**src/hw/rtl/lztb_pkg.sv**
```systemverilog
// Shared types, codes and helpers for the LZ token bitstream encoder.
// No dependencies; imported by every module of the block.
package lztb_pkg;

    localparam int OUT_DEPTH_DEF = 65536;
    localparam int LEN_WIDTH_DEF = 16;

    // gamma operands: lengths up to 24 bits plus headroom
    localparam int GAM_W = 25;
    localparam int TOP_W = 5;

    localparam logic [1:0] REQ_LIT_HDR  = 2'd0;
    localparam logic [1:0] REQ_LIT_BYTE = 2'd1;
    localparam logic [1:0] REQ_MATCH    = 2'd2;
    localparam logic [1:0] REQ_END      = 2'd3;

    localparam logic [1:0] CFG_BACKWARDS   = 2'd0;
    localparam logic [1:0] CFG_INVERT      = 2'd1;
    localparam logic [1:0] CFG_INIT_OFFSET = 2'd2;

    localparam logic [GAM_W-1:0] END_CODE = GAM_W'(256);

    typedef struct packed {
        logic [1:0]  req_type;
        logic [15:0] run_length;
        logic [15:0] match_offset;
        logic [7:0]  literal_byte;
    } in_item_t;

    typedef struct packed {
        logic [15:0] write_addr;
        logic [7:0]  write_data;
        logic        last_write;
    } out_item_t;

    typedef struct packed {
        logic        rev_mode;
        logic        inv_mode;
        logic [15:0] start_offset;
    } cfg_t;

    // one classified token, as the back end carries it out
    typedef struct packed {
        logic [2:0]       pre_bits;   // left aligned prefix bits
        logic [1:0]       pre_cnt;
        logic             g1_en;
        logic             g1_inv;
        logic [GAM_W-1:0] g1_val;
        logic [TOP_W-1:0] g1_top;
        logic             byte_en;
        logic [7:0]       byte_data;
        logic             g2_en;
        logic [GAM_W-1:0] g2_val;
        logic [TOP_W-1:0] g2_top;
        logic             end_en;
    } cmd_t;

    // index of leading one; zero is coded like one
    function automatic logic [TOP_W-1:0] msb_pos(input logic [GAM_W-1:0] v);
        logic [TOP_W-1:0] p;
        p = '0;
        for (int i = 0; i < GAM_W; i++)
        begin
            if (v[i])
            begin
                p = TOP_W'(i);
            end
        end
        return p;
    endfunction

endpackage

```
**src/hw/rtl/lztb_front.sv**
```systemverilog
// Front end: accepts tokens, tracks recent offsets, builds bit-code commands.
// Depends on lztb_pkg.
module lztb_front
    import lztb_pkg::*;
#(
    parameter int LEN_WIDTH = LEN_WIDTH_DEF
)
(
    input  logic        clk,
    input  logic        rst_n,
    input  cfg_t        cfg,
    input  logic        load_a,
    input  logic [15:0] load_val,
    input  logic        in_valid,
    output logic        in_ready,
    input  in_item_t    in_item,
    output logic        cmd_valid,
    input  logic        cmd_ready,
    output cmd_t        cmd
);

    localparam logic [31:0] LEN_MAX = (32'd1 << LEN_WIDTH) - 32'd1;

    logic [15:0] ra_reg, rb_reg, rc_reg;
    logic [15:0] ra_next, rb_next, rc_next;
    logic [31:0] run32;
    logic [GAM_W-1:0] len_sat, len_m1;
    logic [15:0] off, offm1;
    logic [GAM_W-1:0] hi;
    logic [7:0] lo;
    logic accept;

    assign accept    = in_valid && cmd_ready;
    assign in_ready  = cmd_ready;
    assign cmd_valid = in_valid;

    assign run32   = 32'(in_item.run_length);
    assign len_sat = (run32 > LEN_MAX) ? GAM_W'(LEN_MAX) : GAM_W'(run32);
    assign len_m1  = (len_sat == '0) ? '0 : len_sat - GAM_W'(1);
    assign off     = (in_item.match_offset == 16'd0) ? 16'd1 : in_item.match_offset;
    assign offm1   = off - 16'd1;
    assign hi      = GAM_W'(offm1[15:8]) + GAM_W'(1);
    assign lo      = offm1[7:0];

    always_comb
    begin
        cmd = '0;
        ra_next = ra_reg;
        rb_next = rb_reg;
        rc_next = rc_reg;
        cmd.g1_val = len_sat;
        cmd.g1_top = msb_pos(len_sat);
        unique case (in_item.req_type)
            REQ_LIT_HDR:
            begin
                cmd.pre_cnt = 2'd1;
                cmd.g1_en   = 1'b1;
            end
            REQ_LIT_BYTE:
            begin
                cmd.byte_en   = 1'b1;
                cmd.byte_data = in_item.literal_byte;
            end
            REQ_MATCH:
            begin
                cmd.g1_en = 1'b1;
                if (off == ra_reg)
                begin
                    cmd.pre_cnt = 2'd1;
                end
                else if (off == rb_reg)
                begin
                    cmd.pre_bits = 3'b100;
                    cmd.pre_cnt  = 2'd3;
                    rb_next = ra_reg;
                    ra_next = off;
                end
                else if (off == rc_reg)
                begin
                    cmd.pre_bits = 3'b101;
                    cmd.pre_cnt  = 2'd3;
                    rc_next = rb_reg;
                    rb_next = ra_reg;
                    ra_next = off;
                end
                else
                begin
                    cmd.pre_bits  = {2'b11, (len_sat > GAM_W'(2)) ? cfg.rev_mode
                                                                  : ~cfg.rev_mode};
                    cmd.pre_cnt   = 2'd3;
                    cmd.g1_inv    = cfg.inv_mode;
                    cmd.g1_val    = hi;
                    cmd.g1_top    = msb_pos(hi);
                    cmd.byte_en   = 1'b1;
                    cmd.byte_data = cfg.rev_mode ? lo : ~lo;
                    cmd.g2_en     = 1'b1;
                    cmd.g2_val    = len_m1;
                    cmd.g2_top    = msb_pos(len_m1);
                    rc_next = rb_reg;
                    rb_next = ra_reg;
                    ra_next = off;
                end
            end
            REQ_END:
            begin
                cmd.pre_bits = 3'b110;
                cmd.pre_cnt  = 2'd3;
                cmd.g1_en    = 1'b1;
                cmd.g1_inv   = cfg.inv_mode;
                cmd.g1_val   = END_CODE;
                cmd.g1_top   = msb_pos(END_CODE);
                cmd.end_en   = 1'b1;
                ra_next = cfg.start_offset;
                rb_next = 16'd0;
                rc_next = 16'd0;
            end
            default:
            begin
                cmd.g1_en = 1'b0;
            end
        endcase
    end

    always_ff @(posedge clk or negedge rst_n)
    begin
        if (!rst_n)
        begin
            ra_reg <= 16'd1;
            rb_reg <= 16'd0;
            rc_reg <= 16'd0;
        end
        else if (load_a)
        begin
            ra_reg <= load_val;
        end
        else if (accept)
        begin
            ra_reg <= ra_next;
            rb_reg <= rb_next;
            rc_reg <= rc_next;
        end
    end

endmodule

```
**src/hw/rtl/lztb_queue.sv**
```systemverilog
// Two-entry command queue between front and back end.
// Depends on lztb_pkg.
module lztb_queue
    import lztb_pkg::*;
(
    input  logic clk,
    input  logic rst_n,
    input  logic wr_valid,
    output logic wr_ready,
    input  cmd_t wr_data,
    output logic rd_valid,
    input  logic rd_ready,
    output cmd_t rd_data
);

    cmd_t       mem [2];
    logic       wp_reg, rp_reg;
    logic [1:0] cnt_reg;
    logic       push, pop;

    assign wr_ready = (cnt_reg != 2'd2);
    assign rd_valid = (cnt_reg != 2'd0);
    assign rd_data  = mem[rp_reg];
    assign push     = wr_valid && wr_ready;
    assign pop      = rd_valid && rd_ready;

    always_ff @(posedge clk)
    begin
        if (push)
        begin
            mem[wp_reg] <= wr_data;
        end
    end

    always_ff @(posedge clk or negedge rst_n)
    begin
        if (!rst_n)
        begin
            wp_reg  <= 1'b0;
            rp_reg  <= 1'b0;
            cnt_reg <= 2'd0;
        end
        else
        begin
            if (push)
            begin
                wp_reg <= ~wp_reg;
            end
            if (pop)
            begin
                rp_reg <= ~rp_reg;
            end
            cnt_reg <= cnt_reg + {1'b0, push} - {1'b0, pop};
        end
    end

endmodule

```
**src/hw/rtl/lztb_back.sv**
```systemverilog
// Back end: shifts control bits into flag bytes, places data bytes, emits writes.
// Depends on lztb_pkg.
module lztb_back
    import lztb_pkg::*;
#(
    parameter int OUT_DEPTH = OUT_DEPTH_DEF
)
(
    input  logic      clk,
    input  logic      rst_n,
    input  logic      rev_mode,
    input  logic      cmd_valid,
    output logic      cmd_ready,
    input  cmd_t      cmd,
    output logic      out_valid,
    input  logic      out_ready,
    output out_item_t out_item
);

    localparam int AW = $clog2(OUT_DEPTH);

    typedef enum logic [2:0] {P_IDLE, P_PRE, P_G1, P_BYTE, P_G2, P_FLUSH, P_FIN} phase_t;

    phase_t           phase_reg, phase_next;
    cmd_t             cmd_reg, cmd_next;
    logic [2:0]       pre_reg, pre_next;
    logic [1:0]       cnt_reg, cnt_next;
    logic [TOP_W-1:0] pos_reg, pos_next;
    logic             half_reg, half_next;
    logic             supp_reg, supp_next;
    logic [3:0]       left_reg, left_next;
    logic [7:0]       bits_reg, bits_next;
    logic [AW-1:0]    faddr_reg, faddr_next;
    logic [AW-1:0]    naddr_reg, naddr_next;
    logic             pend_valid_reg;
    out_item_t        pend_reg;
    logic             out_valid_reg;
    out_item_t        out_reg;

    logic          bit_req, bit_val, emit, finish, hold, out_free;
    logic [AW-1:0] e_addr;
    logic [7:0]    e_data;

    function automatic phase_t after(input phase_t p, input cmd_t c);
        phase_t n;
        n = P_FIN;
        if (c.end_en)
        begin
            n = P_FLUSH;
        end
        if (c.g2_en && (p == P_PRE || p == P_G1 || p == P_BYTE))
        begin
            n = P_G2;
        end
        if (c.byte_en && (p == P_PRE || p == P_G1))
        begin
            n = P_BYTE;
        end
        if (c.g1_en && p == P_PRE)
        begin
            n = P_G1;
        end
        return n;
    endfunction

    function automatic logic [AW-1:0] addr_inc(input logic [AW-1:0] a);
        return (a == AW'(OUT_DEPTH - 1)) ? '0 : a + AW'(1);
    endfunction

    function automatic logic [15:0] addr_fmt(input logic [AW-1:0] a);
        logic [AW+15:0] w;
        w = {16'd0, a};
        return w[15:0];
    endfunction

    assign out_free  = !out_valid_reg || out_ready;
    assign out_valid = out_valid_reg;
    assign out_item  = out_reg;
    assign cmd_ready = (phase_reg == P_IDLE);
    assign hold      = (emit || finish) && pend_valid_reg && !out_free;

    always_comb
    begin
        logic             gbit_inv;
        logic [GAM_W-1:0] gv;
        logic [3:0]       l;
        logic [7:0]       b;
        logic [AW-1:0]    fa;

        phase_next = phase_reg;
        cmd_next   = cmd_reg;
        pre_next   = pre_reg;
        cnt_next   = cnt_reg;
        pos_next   = pos_reg;
        half_next  = half_reg;
        supp_next  = supp_reg;
        left_next  = left_reg;
        bits_next  = bits_reg;
        faddr_next = faddr_reg;
        naddr_next = naddr_reg;
        bit_req = 1'b0;
        bit_val = 1'b0;
        emit    = 1'b0;
        finish  = 1'b0;
        e_addr  = naddr_reg;
        e_data  = cmd_reg.byte_data;
        l  = left_reg;
        b  = bits_reg;
        fa = faddr_reg;
        gbit_inv = (phase_reg == P_G1) ? cmd_reg.g1_inv : 1'b0;
        gv       = (phase_reg == P_G1) ? cmd_reg.g1_val : cmd_reg.g2_val;

        unique case (phase_reg)
            P_IDLE:
            begin
                if (cmd_valid)
                begin
                    cmd_next   = cmd;
                    pre_next   = cmd.pre_bits;
                    cnt_next   = cmd.pre_cnt;
                    phase_next = (cmd.pre_cnt != 2'd0) ? P_PRE : after(P_PRE, cmd);
                end
            end
            P_PRE:
            begin
                bit_req  = 1'b1;
                bit_val  = pre_reg[2];
                pre_next = {pre_reg[1:0], 1'b0};
                cnt_next = cnt_reg - 2'd1;
                if (cnt_reg == 2'd1)
                begin
                    phase_next = after(P_PRE, cmd_reg);
                end
            end
            P_G1, P_G2:
            begin
                bit_req = 1'b1;
                if (pos_reg == '0)
                begin
                    bit_val    = ~rev_mode;   // stop bit
                    phase_next = after(phase_reg, cmd_reg);
                end
                else if (!half_reg)
                begin
                    bit_val   = rev_mode;     // continuation bit
                    half_next = 1'b1;
                end
                else
                begin
                    bit_val   = gv[pos_reg - TOP_W'(1)] ^ gbit_inv;
                    half_next = 1'b0;
                    pos_next  = pos_reg - TOP_W'(1);
                end
            end
            P_BYTE:
            begin
                emit       = 1'b1;
                naddr_next = addr_inc(naddr_reg);
                if (cmd_reg.g2_en)
                begin
                    supp_next = 1'b1;
                end
                phase_next = after(P_BYTE, cmd_reg);
            end
            P_FLUSH:
            begin
                if (left_reg != 4'd0)
                begin
                    emit   = 1'b1;
                    e_addr = faddr_reg;
                    e_data = bits_reg;
                end
                left_next  = 4'd0;
                bits_next  = 8'd0;
                supp_next  = 1'b1;
                phase_next = P_FIN;
            end
            P_FIN:
            begin
                finish     = 1'b1;
                phase_next = P_IDLE;
            end
            default:
            begin
                phase_next = P_IDLE;
            end
        endcase

        if (bit_req)
        begin
            if (supp_reg)
            begin
                supp_next = 1'b0;
            end
            else
            begin
                if (l == 4'd0)
                begin
                    fa = naddr_reg;
                    naddr_next = addr_inc(naddr_reg);
                    b = 8'd0;
                    l = 4'd8;
                end
                b[3'(l - 4'd1)] = bit_val;
                l = l - 4'd1;
                if (l == 4'd0)
                begin
                    emit   = 1'b1;
                    e_addr = fa;
                    e_data = b;
                end
                left_next  = l;
                bits_next  = b;
                faddr_next = fa;
            end
        end

        // gamma position counter loads on entry
        if (phase_next == P_G1 && phase_reg != P_G1)
        begin
            pos_next  = cmd_next.g1_top;
            half_next = 1'b0;
        end
        else if (phase_next == P_G2 && phase_reg != P_G2)
        begin
            pos_next  = cmd_next.g2_top;
            half_next = 1'b0;
        end
    end

    always_ff @(posedge clk)
    begin
        if (!hold)
        begin
            cmd_reg <= cmd_next;
            pre_reg <= pre_next;
            pos_reg <= pos_next;
            if (emit)
            begin
                pend_reg.write_addr <= addr_fmt(e_addr);
                pend_reg.write_data <= e_data;
                pend_reg.last_write <= 1'b0;
            end
        end
        if (out_free)
        begin
            out_reg <= {pend_reg.write_addr, pend_reg.write_data, finish};
        end
    end

    always_ff @(posedge clk or negedge rst_n)
    begin
        if (!rst_n)
        begin
            phase_reg      <= P_IDLE;
            cnt_reg        <= 2'd0;
            half_reg       <= 1'b0;
            supp_reg       <= 1'b1;
            left_reg       <= 4'd0;
            bits_reg       <= 8'd0;
            faddr_reg      <= '0;
            naddr_reg      <= '0;
            pend_valid_reg <= 1'b0;
            out_valid_reg  <= 1'b0;
        end
        else
        begin
            if (!hold)
            begin
                phase_reg <= phase_next;
                cnt_reg   <= cnt_next;
                half_reg  <= half_next;
                supp_reg  <= supp_next;
                left_reg  <= left_next;
                bits_reg  <= bits_next;
                faddr_reg <= faddr_next;
                naddr_reg <= naddr_next;
                if (emit)
                begin
                    pend_valid_reg <= 1'b1;
                end
                else if (finish)
                begin
                    pend_valid_reg <= 1'b0;
                end
            end
            if (out_free)
            begin
                out_valid_reg <= (emit || finish) && pend_valid_reg;
            end
        end
    end

endmodule

```
**src/hw/rtl/lz_token_bitstream_encoder_unit.sv**
```systemverilog
// Top level of the LZ token bitstream encoder: config registers, front end,
// command queue and back end. Depends on lztb_pkg, lztb_front, lztb_queue, lztb_back.
//
//  channel | signals                          | direction
//  --------+----------------------------------+----------
//  input   | in_valid, in_ready, in_item      | tokens in
//  output  | out_valid, out_ready, out_item   | addressed byte writes out
//  config  | cfg_valid, cfg_ready, cfg_index, | register writes in
//          | cfg_data                         |
//
// The front end classifies a token in the cycle it is accepted and queues a
// command (two entries). The back end loads a command, then shifts one control
// bit or places one data byte per cycle while the output does not stall, then
// runs an end flush for an end token and a closing step; its flag-byte shifter
// takes a single bit at a time. The last write of a token is held back one
// write so it can carry last_write; the closing step hands it to the output
// register. Reset is asynchronous, active low, and leaves a fresh stream at
// address zero. Output stalls hold the back end only; the queue keeps the front
// end accepting until its two entries fill. Config writes always land.
module lz_token_bitstream_encoder_unit
    import lztb_pkg::*;
#(
    parameter int OUT_DEPTH = OUT_DEPTH_DEF,
    parameter int LEN_WIDTH = LEN_WIDTH_DEF
)
(
    input  logic        clk,
    input  logic        rst_n,
    input  logic        in_valid,
    output logic        in_ready,
    input  in_item_t    in_item,
    output logic        out_valid,
    input  logic        out_ready,
    output out_item_t   out_item,
    input  logic        cfg_valid,
    output logic        cfg_ready,
    input  logic [1:0]  cfg_index,
    input  logic [15:0] cfg_data
);

    cfg_t cfg_reg;
    logic load_a;
    logic q_in_valid, q_in_ready, q_out_valid, q_out_ready;
    cmd_t q_in, q_out;

    assign cfg_ready = 1'b1;
    assign load_a    = cfg_valid && (cfg_index == CFG_INIT_OFFSET);

    always_ff @(posedge clk or negedge rst_n)
    begin
        if (!rst_n)
        begin
            cfg_reg.rev_mode     <= 1'b0;
            cfg_reg.inv_mode     <= 1'b0;
            cfg_reg.start_offset <= 16'd1;
        end
        else if (cfg_valid)
        begin
            unique case (cfg_index)
                CFG_BACKWARDS:   cfg_reg.rev_mode     <= cfg_data[0];
                CFG_INVERT:      cfg_reg.inv_mode     <= cfg_data[0];
                CFG_INIT_OFFSET: cfg_reg.start_offset <= cfg_data;
                default:         cfg_reg <= cfg_reg;   // unused index
            endcase
        end
    end

    lztb_front #(.LEN_WIDTH(LEN_WIDTH)) u_front (
        .clk       (clk),
        .rst_n     (rst_n),
        .cfg       (cfg_reg),
        .load_a    (load_a),
        .load_val  (cfg_data),
        .in_valid  (in_valid),
        .in_ready  (in_ready),
        .in_item   (in_item),
        .cmd_valid (q_in_valid),
        .cmd_ready (q_in_ready),
        .cmd       (q_in)
    );

    lztb_queue u_queue (
        .clk      (clk),
        .rst_n    (rst_n),
        .wr_valid (q_in_valid),
        .wr_ready (q_in_ready),
        .wr_data  (q_in),
        .rd_valid (q_out_valid),
        .rd_ready (q_out_ready),
        .rd_data  (q_out)
    );

    lztb_back #(.OUT_DEPTH(OUT_DEPTH)) u_back (
        .clk       (clk),
        .rst_n     (rst_n),
        .rev_mode  (cfg_reg.rev_mode),
        .cmd_valid (q_out_valid),
        .cmd_ready (q_out_ready),
        .cmd       (q_out),
        .out_valid (out_valid),
        .out_ready (out_ready),
        .out_item  (out_item)
    );

endmodule
```
**config.mk**
```make
export PLATFORM = sky130hd
export DESIGN_NAME = lz_token_bitstream_encoder_unit
export DESIGN_NICKNAME = d
export VERILOG_FILES = /design/src/hw/rtl/lztb_pkg.sv /design/src/hw/rtl/lztb_front.sv /design/src/hw/rtl/lztb_queue.sv /design/src/hw/rtl/lztb_back.sv /design/src/hw/rtl/lz_token_bitstream_encoder_unit.sv
export SDC_FILE = /design/constraint.sdc
export NUM_CORES = 1
export LEC_CHECK = 0
export ABC_CLOCK_PERIOD_IN_PS = 4800
export BUFFER_PORTS_ARGS = -buffer_cell sky130_fd_sc_hd__buf_4
export CORE_MARGIN = 2
export CORE_UTILIZATION = 57
export CTS_CLUSTER_DIAMETER = 60
export DETAILED_ROUTE_END_ITERATION = 6
export PLACE_DENSITY_LB_ADDON = 0.15
export SLEW_MARGIN = 30
export SYNTH_ARGS = -nofsm -noshare
export SYNTH_HDL_FRONTEND = slang
export SYNTH_SLANG_ARGS = --single-unit
```
**constraint.sdc**
```tcl
create_clock -name clk -period 4.8 [get_ports clk]
set_input_delay 0 -clock clk [delete_from_list [all_inputs] [get_ports clk]]
set_output_delay 0 -clock clk [all_outputs]
set_load 0.01 [all_outputs]
```
==> run summary <==
The final global-route overflow total was 0; the share of the cycle needed by the critical path after routing was 81.40%. The pin count of the biggest net entering global routing was 54; the hold violation total from the final report was 0. The logs give 59.24% for the portion of the post-synthesis area used by sequential elements and 2 for the total number of H-tree levels. For this design, the sink count on the clock tree is 375.

In this run switching power makes up 33.38% of total power. By area, the combinational part of the netlist is dominated by simple AND/OR/NAND/NOR gates. Clock tree synthesis selected as its root buffer the cell sky130_fd_sc_hd__clkbuf_16. The flow ran to the end, and the final reports show no timing, DRC or antenna violations. The via count of the first global-routing pass was 12.05k.

TritonCTS built the clock tree. For the warning count from the yosys run, the log shows 0. After the first detailed-routing iteration, the DRC count stood at 1269.

Total negative slack: 0 ns. The min-delay analysis places its worst path in the category input pin to register. Number of slew-limit violations in the final report: 0. At the pin with the least slew margin, the transition time is 0.9131 ns. Cell taking the most area after synthesis: sky130_fd_sc_hd__edfxtp_1. The post-layout minimum cycle time was 3.907 ns; the final instance area was 20830 µm².

The logs give 40960 µm for the sum of routed wire length over all layers and 25.12% for the global-route usage over all layers. After legalization and detailed placement, the total HPWL measured 27250 µm. Clock-pin slew was measured on the worst setup and hold paths at 0.07 ns.

Based on the critical path, the design can be clocked at up to 255.9 MHz. The number of enable-type register cells in the synthesized netlist is 252. For the post-layout net count, the log shows 1733. The worst clock skew on the final layout came out at 0.01978 ns.

The area growth from synthesis to layout is 15.89%. After synthesis, the most frequently instantiated cells are 252 x sky130_fd_sc_hd__edfxtp_1, 224 x sky130_fd_sc_hd__nand2_1, 120 x sky130_fd_sc_hd__dfrtp_1. The count of antenna-violating nets left after detailed routing came out at 0. From bottom edge to top edge, the die measures 181.6 µm. The run gives 32970 µm² as the full die area. The most common cell in the synthesized netlist is sky130_fd_sc_hd__edfxtp_1. Sorting the synthesized cells by area gives the leading types as sky130_fd_sc_hd__edfxtp_1 42%, sky130_fd_sc_hd__dfrtp_1 17%, sky130_fd_sc_hd__mux2_2 5.7%. The first global-routing pass estimated 65530 µm of wire. A synthesized cell averages 11.79 µm². The number of I/O pins is 93, and the fraction of the mapped netlist area in simple logic gates is 12.81%. Summed over all cells, the static leakage comes to 8.197 nW.

The total inserted antenna cells was 0. Summing over every cut layer, the via total after detailed routing is 12.31k. After synthesis, the share of flip-flops with an asynchronous set or reset is 32.80%.

The fraction of synthesized cell area taken by the top area cell type is 42.09%. After synthesis the netlist holds a flip-flop and latch count of 375. The logs give 0.008101 W for the internal power and 57.41% for the initial standard-cell utilization of the core. Parity-gate share of the synthesized area counting xor and xnor cells: 4.914%. At the worst endpoint, the required time is 5.20 ns. At the worst endpoint, the arrival time is 4.31 ns.

Area of the placeable core: 31310 µm². The share of cells above drive strength 1 works out to 17.86%. Setup repair after global routing left no endpoint under its margin. Setup violations remaining at the end of the flow were counted as 0. By startpoint and endpoint, the worst setup path is classified as register to register.

The number of different library cells in the post-synthesis netlist came out at 86. Of all nets on the critical path, the largest fanout is 16. STA classifies the critical path startpoint as a register. The power per standard cell area works out to 583.7 nW/µm².

The share of cell area taken by muxes after synthesis works out to 9.431%. For this design the total switching power over the nets is 0.004059 W. Buffers inserted during clock tree synthesis total 40. Max-cap violations in this run came to 0. No sink is reached through more buffers than the 3 on the longest clock path. The worst setup path is captured at a register. After Yosys synthesis, full adders, half adders and majority gates account for 1.100% of the synthesized area. Of the total power, combinational logic draws 30.6%. The tools report the gate count after technology mapping as 1525. In this run the tightest slew margin relative to its limit is 39.13%.

For the first-pass detailed-route iteration total, the log shows 5. The tools report the routability congestion estimate from global placement as 0.9417. For this run, the leading register cell type out of synthesis is sky130_fd_sc_hd__edfxtp_1. The initial antenna violation count was 0. Clock latency on the worst-skew pair, taken at its later pin, is 0.53 ns.

In the routed design, unresolved DRC markers number 0. Once the clock tree was built, the resizer swapped 0 gates to a different size. The placement-stage cell area was 18960 µm². VDD sags by at most 351.4 µV. The count of input and output buffers was 91; the fraction of power consumed by the clock network was 24.7%. Of the total power, registers draw 44.6%. The register with the most flip-flops in the layout has 132 of them. The die outline width works out to 181.6 µm.

The tools report the area of the mapped netlist as 17980 µm². The via density per instance was 5.898. The wire length per cell came out at 19.63 µm. The floorplan row count is 65, and the compound-cell area share of the yosys netlist is 9.528%.
## layout by cell type, fill, tap and decap left out, types with 6 or more instances in the layout
| cell type | instances |
|---|---|
| sky130_fd_sc_hd__clkbuf_16 | 41 |
| sky130_fd_sc_hd__nor2_1 | 98 |
| sky130_fd_sc_hd__and3_1 | 13 |
| sky130_fd_sc_hd__o21ai_1 | 9 |
| sky130_fd_sc_hd__nor4_1 | 15 |
| sky130_fd_sc_hd__clkbuf_1 | 12 |
| sky130_fd_sc_hd__o41ai_1 | 6 |
| sky130_fd_sc_hd__buf_4 | 109 |
| sky130_fd_sc_hd__a22oi_1 | 9 |
| sky130_fd_sc_hd__nor3_1 | 35 |
| sky130_fd_sc_hd__conb_1 | 9 |
| sky130_fd_sc_hd__nand2_1 | 223 |
| sky130_fd_sc_hd__clkinv_2 | 7 |
| sky130_fd_sc_hd__dfrtp_1 | 119 |
| sky130_fd_sc_hd__o211ai_1 | 27 |
| sky130_fd_sc_hd__and4_1 | 7 |
| sky130_fd_sc_hd__mux2_2 | 91 |
| sky130_fd_sc_hd__nand3_1 | 23 |
| sky130_fd_sc_hd__inv_1 | 36 |
| sky130_fd_sc_hd__a21oi_1 | 58 |
| sky130_fd_sc_hd__nand4_1 | 15 |
| sky130_fd_sc_hd__or4_1 | 7 |
| sky130_fd_sc_hd__a31oi_1 | 8 |
| sky130_fd_sc_hd__mux2i_1 | 46 |
| sky130_fd_sc_hd__mux4_2 | 7 |
| sky130_fd_sc_hd__xnor2_1 | 62 |
| sky130_fd_sc_hd__ha_1 | 15 |
| sky130_fd_sc_hd__o21ai_0 | 73 |
| sky130_fd_sc_hd__and2_1 | 11 |
| sky130_fd_sc_hd__nor2b_1 | 6 |
| sky130_fd_sc_hd__xor2_1 | 37 |
| sky130_fd_sc_hd__dlygate4sd3_1 | 57 |
| sky130_fd_sc_hd__edfxtp_1 | 252 |
| sky130_fd_sc_hd__a21o_1 | 6 |
| sky130_fd_sc_hd__o31ai_1 | 14 |
## stage by stage
step	worst slack [ns]	power [W]	utilization (%)	hold WS (ns)	std cells
floorplan	0.8916	0.007999	-	-0.2956	1532
global placement	1.076	0.009006	60.55	-0.02626	1955
detailed placement	1.018	0.009107	60.55	-0.03283	1955
CTS	0.9816	0.01220	66.53	0.001503	2087
global route	0.6116	0.01285	66.54	0.04421	2087
finish	0.8926	0.01216	66.54	0.01937	2087
## power by group through the flow
stage / clock network [W] / registers [W] / logic, W
global placement: 0 / 0.00544 / 0.00356
CTS: 0.00306 / 0.00542 / 0.00372
global route: 0.00319 / 0.00554 / 0.00412
floorplan: 0 / 0.00525 / 0.00275
finish: 0.00300 / 0.00543 / 0.00373
detailed placement: 0 / 0.00547 / 0.00363
## worst max-delay path: stages, from the launching register on
cell and delay, ns:
sky130_fd_sc_hd__dfrtp_1 0.63, sky130_fd_sc_hd__inv_1 0.18, sky130_fd_sc_hd__ha_1 0.30, sky130_fd_sc_hd__xnor2_1 0.45, sky130_fd_sc_hd__and4_1 0.66, sky130_fd_sc_hd__a31oi_1 0.45
sky130_fd_sc_hd__nand2_1 0.68, sky130_fd_sc_hd__mux2_2 0.41
## what timing repair did
action / 4_1_cts / 5_1_grt
hold buffers: 58 / 0
hold endpoints to repair: 128 / 0
setup buffers: 0 / 0
## routing by layer
metal | vias to the layer above | track usage [%] | part of all wire (%)
met5 | - | 0 | 0
met4 | 0 | 6.667 | 2.3
met3 | 69 | 3.791 | 5.7
met2 | 388 | 38.73 | 45
met1 | 6039 | 37.60 | 47
li1 | 5814 | - | -
## area by class of cell
class	instances	area, µm²
fill	2286	10480
clock inverter	19	181.4
sequential	375	10650
multi-input combinational	1029	6842
clock buffer	55	1099
tap	402	503.0
timing repair buffer	167	1409
inverter	40	150.1
## logic make-up after synthesis
family | count (synthesis)
flops | 375
compound gates | 266
xor+xnor | 100
buf+inv | 128
mux | 146
simple gates | 492
fa+ha+maj | 16
other cells | 2
## worst paths after layout
path	from	depth (start not counted)	slack, ns	endpoint
min in group asynchronous	rst_n	2	0.04	u_back.supp_reg$_DFFE_PN1N_
setup / recovery	u_back.left_reg[0]$_DFFE_PN0N_	7	0.89	u_back.faddr_reg[8]$_DFFE_PN0P_
hold / removal	in_item[16]	5	0.02	u_front.ra_reg[8]$_DFFE_PN0P_
setup reg to reg	u_back.left_reg[0]$_DFFE_PN0N_	7	0.89	u_back.faddr_reg[8]$_DFFE_PN0P_
hold reg to reg	u_back.pend_reg[17]$_DFFE_PP_	0	0.41	u_back.out_item[17]$_DFFE_PP_
max in group asynchronous	rst_n	3	4.05	cfg_reg[5]$_DFFE_PN0P_
Power figures use the tool's default switching activity.
